`src/sv/cafc_pkg.sv`:
```
// cafc_pkg: types, widths and a helper function for the com acceleration block
// no dependencies

package cafc_pkg;

  localparam int F       = 16;
  localparam int W       = 32;
  localparam int DW      = W + 1;
  localparam int MASS_W  = 31;
  localparam int TINY_W  = 16;
  localparam int PF_W    = 2 * W - F;
  localparam int PD_W    = 2 * W + 1 - F;
  localparam int NUM_W   = PF_W + 2;
  localparam int DEN_W   = PD_W + 2;
  localparam int DLO_W   = 32;
  localparam int DHI_W   = DEN_W - DLO_W;
  localparam int DP_W    = DEN_W + MASS_W;
  localparam int REM_W   = NUM_W + 2 * F;
  localparam int QW      = W + F;
  localparam int DVS_W   = DP_W + QW - 1;
  localparam int EREM_W  = W + F;
  localparam int EDVS_W  = MASS_W + QW - 1;
  localparam int ZP_W    = W + DW - F;
  localparam int ACC_W   = QW + 3;
  localparam int IDX_W   = 3;

  typedef enum logic [1:0] {
    ST_OK     = 2'd0,
    ST_MASS   = 2'd1,
    ST_HEIGHT = 2'd2,
    ST_FORCE  = 2'd3
  } status_t;

  typedef enum logic [IDX_W-1:0] {
    REG_MASS     = 3'd0,
    REG_GRAVITY  = 3'd1,
    REG_TINY     = 3'd2,
    REG_NORMAL_X = 3'd3,
    REG_NORMAL_Y = 3'd4,
    REG_NORMAL_Z = 3'd5
  } reg_idx_t;

  typedef struct packed {
    logic [MASS_W-1:0]   mass;
    logic [MASS_W-1:0]   gravity;
    logic [TINY_W-1:0]   tiny;
    logic [2:0][W-1:0]   normal;
  } cfg_t;

  typedef struct packed {
    logic [2:0][W-1:0] com;
    logic [2:0][W-1:0] zmp;
    logic [2:0][W-1:0] frc;
    logic [2:0][W-1:0] ext;
  } item_t;

  typedef struct packed {
    logic [2:0][DW-1:0] d;
    status_t            stat;
    logic               zok;
    logic               zneg;
    logic [2:0]         eneg;
  } side_t;

  typedef struct packed {
    logic [REM_W-1:0]       zrem;
    logic [DVS_W-1:0]       zdvs;
    logic [QW-1:0]          zq;
    logic [2:0][EREM_W-1:0] erem;
    logic [EDVS_W-1:0]      edvs;
    logic [2:0][QW-1:0]     eq;
  } div_t;

  typedef struct packed {
    logic  valid;
    side_t side;
    div_t  div;
  } cell_t;

  // one restoring step on every lane
  function automatic div_t div_step(div_t x);
    div_t y;
    logic zge;
    logic ege;
    y = x;
    zge = {{(DVS_W-REM_W){1'b0}}, x.zrem} >= x.zdvs;
    if (zge) begin
      y.zrem = x.zrem - x.zdvs[REM_W-1:0];
    end
    y.zq = {x.zq[QW-2:0], zge};
    y.zdvs = x.zdvs >> 1;
    for (int i = 0; i < 3; i++) begin
      ege = {{(EDVS_W-EREM_W){1'b0}}, x.erem[i]} >= x.edvs;
      if (ege) begin
        y.erem[i] = x.erem[i] - x.edvs[EREM_W-1:0];
      end
      y.eq[i] = {x.eq[i][QW-2:0], ege};
    end
    y.edvs = x.edvs >> 1;
    return y;
  endfunction

endpackage

```
`src/sv/cafc_cell.sv`:
```
// cafc_cell: one divider cell, one quotient bit per lane per cycle while en is high
// depends on cafc_pkg

module cafc_cell import cafc_pkg::*; (
  input  logic  clk,
  input  logic  rst,
  input  logic  en,
  input  cell_t cell_i,
  output cell_t cell_o
);

  logic  valid;
  side_t side;
  div_t  div;

  always_ff @(posedge clk) begin
    if (rst) begin
      valid <= 1'b0;
    end else if (en) begin
      valid <= cell_i.valid;
    end
  end

  always_ff @(posedge clk) begin
    if (en) begin
      side <= cell_i.side;
      div  <= div_step(cell_i.div);
    end
  end

  assign cell_o = '{valid: valid, side: side, div: div};

endmodule

```
`config.mk`:
```
export PLATFORM = sky130hd
export DESIGN_NAME = cafc_cell
export DESIGN_NICKNAME = d
export VERILOG_FILES = /design/src/sv/cafc_pkg.sv /design/src/sv/cafc_cell.sv
export SDC_FILE = /design/constraint.sdc
export NUM_CORES = 1
export LEC_CHECK = 0
export BUFFER_PORTS_ARGS = -buffer_cell sky130_fd_sc_hd__buf_2
export CORE_AREA = 10 10 567 569
export CTS_CLUSTER_SIZE = 8
export DETAILED_ROUTE_END_ITERATION = 8
export DIE_AREA = 0 0 577 579
export GPL_ROUTABILITY_DRIVEN = 0
export GPL_TIMING_DRIVEN = 0
export MAX_ROUTING_LAYER = met4
export PLACE_DENSITY_LB_ADDON = 0.3
export SLEW_MARGIN = 40
export SYNTH_ARGS = -nofsm -noshare
export SYNTH_HDL_FRONTEND = slang
export SYNTH_SLANG_ARGS = --single-unit
```
`constraint.sdc`:
```
create_clock -name clk -period 4.3 [get_ports clk]
set_input_delay 0.86 -clock clk [delete_from_list [all_inputs] [get_ports clk]]
set_output_delay 0.86 -clock clk [all_outputs]
set_load 0.01 [all_outputs]
```
==> impl_metrics.tcl <==
set metrics [dict create \
    outcome "complete, no violations" \
    final-setup-viol-count 0 \
    final_util 0.178 \
    cts.clk_slew.worst_paths_ns 0.06 \
    powerDensity_nw_per_um2 396 \
    synth_area_um2 37900 \
    rsz0062_at_grt "false" \
    end_kind "flip-flop" \
    synthCells 3245 \
    layoutNonFillerInstCount 9140 \
    cts_root_buf "clkbuf_16" \
    hold_path_depth 1 \
    overflow 0 \
    leakagePower_uw 0.0227 \
    critPathLaunch "cell_i[430]" \
    synth_cell_types 80 \
    final_design_area_no_fill_um2 55100 \
    vias 35156 \
    yosysWarningCount 0 \
    clockBufferDepth 4 \
    cts_buffers 114 \
    dpl.hpwl_mm 237 \
    dr.pass1.iters 6 \
    worstHoldStart "cell_i[652]" \
    pre_cts_ws_ns -2.63 \
    crit_required_ns 4.90 \
    die_y_um 579 \
    arrival_ns 4.85 \
    placed_area_um2 50700 \
    post-route-drc-count 0 \
    rr_startpoint "valid" \
    h-tree-depth 3 \
    core-area_um2 310000 \
    power_uw 21800 \
    nNetsFinal 5820 \
    synth_edf_count 729 \
    setup_ws_ns 0.0512 \
    yosys.area.top_type "edfxtp_1" \
    die_area_um2 334000 \
    ys_seq_area_frac 0.579 \
    cpPeakStageDelay_ns 0.49 \
    antenna_found_initial 235 \
    synth_commonest_cells "edfxtp_1, nand2_1, o21ai_0" \
    crit_chain "buf_2 > inv_1 > ha_1 > nand2_1 > o21ai_0 > nor3_1 > nand3_1 > a21oi_1 > o41a_1 > o21ai_1 > or2_2 > a21oi_1 > xor2_1 > o21ai_0" \
    reg2reg_depth 2 \
    period_share 0.988 \
    initial_core_util 0.122 \
    yosys_most_used_dff "edfxtp_1" \
    drv_cap 0 \
    syn_avg_cell_area_um2 11.7 \
    num_rows 205 \
    relSlewSlack 0.338 \
    io_pins 1467 \
    cp_max_fo 6 \
    fmax_ghz 0.235 \
    ys_seq_elements 730 \
    ctsHoldBuffers 0 \
    yosysMostFrequentCell "edfxtp_1" \
    areaGrowthSynthToFinish_pct 45.5 \
    port_buffers 1460 \
    routed_via_density 3.85 \
    hold_class "input port to flip-flop" \
    finalHoldViolCount 0 \
    drv_slew 0 \
    start_kind "input port" \
    crit_slowest_cell "a21oi_1" \
    cts_tree "done" \
    initialDrtViolationCount 2476 \
    grt_use_total 0.159 \
    async_flop_share 0 \
    period_needed_ns 4.25 \
    clock_skew_ns 0 \
    wl_per_cell_um 30.0 \
    die_x_um 577 \
    insertion_delay_ns 0.79 \
    ir_worst_vdd_mv 0.358 \
    dpl.cell_count 8856 \
    final_antenna_net_count 0 \
    layout-drive-gt1-share 0.370 \
    grt_max_degree 104 \
    synth_top_area_frac 0.578 \
    crit_type "input port to flip-flop" \
    tightest_slew_ns 0.982 \
    clock_sinks 730 \
    drt-total-wl_mm 275 \
    fillers 34619 \
    first_global_vias 35002 \
    yosys-top-cells-area "edfxtp_1, ha_1, o21ai_0" \
    grt_pass1_wl_mm 347 \
]
==> final timing paths <==
check	end	slack, ns
max reg2reg	valid	3.71
max	cell_o[617]	0.05
min	cell_o[652]	0.16
min reg2reg	valid	0.50
==> critical path, delay by kind of cell <==
kind | cells | cell delay (ns)
AOI/OAI and AO/OA | 6 | 1.81
and+or+nand+nor | 4 | 1.30
adders and majority gates | 1 | 0.46
buffers and inverters | 2 | 0.33
xor gates and xnor gates | 1 | 0.08
==> final cells by class <==
| class | instances | area [um^2] | share of cell area |
|---|---|---|---|
| diodes | 100 | 250 | 0.00454 |
| flip-flops and latches | 730 | 21900 | 0.398 |
| plain buffers | 112 | 627 | 0.0114 |
| clock inverters | 26 | 295 | 0.00536 |
| inverters | 198 | 754 | 0.0137 |
| well taps | 4140 | 5180 | 0.0940 |
| multi-input cells | 2202 | 15100 | 0.275 |
| clock buffers | 135 | 2950 | 0.0536 |
| repair buffers | 1497 | 7990 | 0.145 |
==> kinds of logic (layout without fill, tap and decap cells) <==
logic type / after synthesis / in the layout / synth area share
mux: 61 / 61 / 0.0179
simple gates: 757 / 757 / 0.0926
other cells: 1 / 102 / 0.0000990
compound gates: 952 / 952 / 0.154
fa+ha+maj: 230 / 230 / 0.0768
xor+xnor: 200 / 200 / 0.0463
buf+inv: 314 / 1968 / 0.0333
flops: 730 / 730 / 0.579
==> cells in the final DEF, fill, tap and decap left out, drive strengths merged, types with 26 or more instances in the layout <==
master and count:
a21o 108, a21oi 266, buf 1520, clkbuf 224, diode 100, edfxtp 729, ha 226, inv 196
mux2 54, nand2 332, nand3 59, nand4 62, nor2 120, nor3 51, nor4 27, o21a 40
o21ai 318, o21bai 41, o31ai 26, xnor2 121, xor2 79
==> flip-flops by register name, summed over array words and instances, names as in the netlist <==
name	flops
cell_o	729
valid	1
==> per-layer routing <==
layer,GRT usage,share of wire
met1,0.155,0.34
met2,0.300,0.53
met3,0.0561,0.092
met4,0.0398,0.035
met5,-,0
==> what timing repair did <==
item                       4_1_cts  5_1_grt
setup endpoints to repair      223      177
gates cloned                     6        0
resized for setup              123       25
pin swaps                       12        4
buffers inserted                18        4
==> per-stage QoR <==
step | hold WS, ns | TNS (ns)
6_report | 0.161 | 0
5_1_grt | 0.110 | 0
4_1_cts | 0.0618 | -0.0110
3_5_place_dp | 0.490 | -349.91
3_3_place_gp | 0.488 | -8190.46
2_1_floorplan | 0.462 | 0
==> power by group <==
part	internal, uW	switching [uW]
sequential	8470	212
combinational	1560	2950
clock	5010	3640
total	15000	6800
Note: power is estimated with default switching activity, not from simulation.
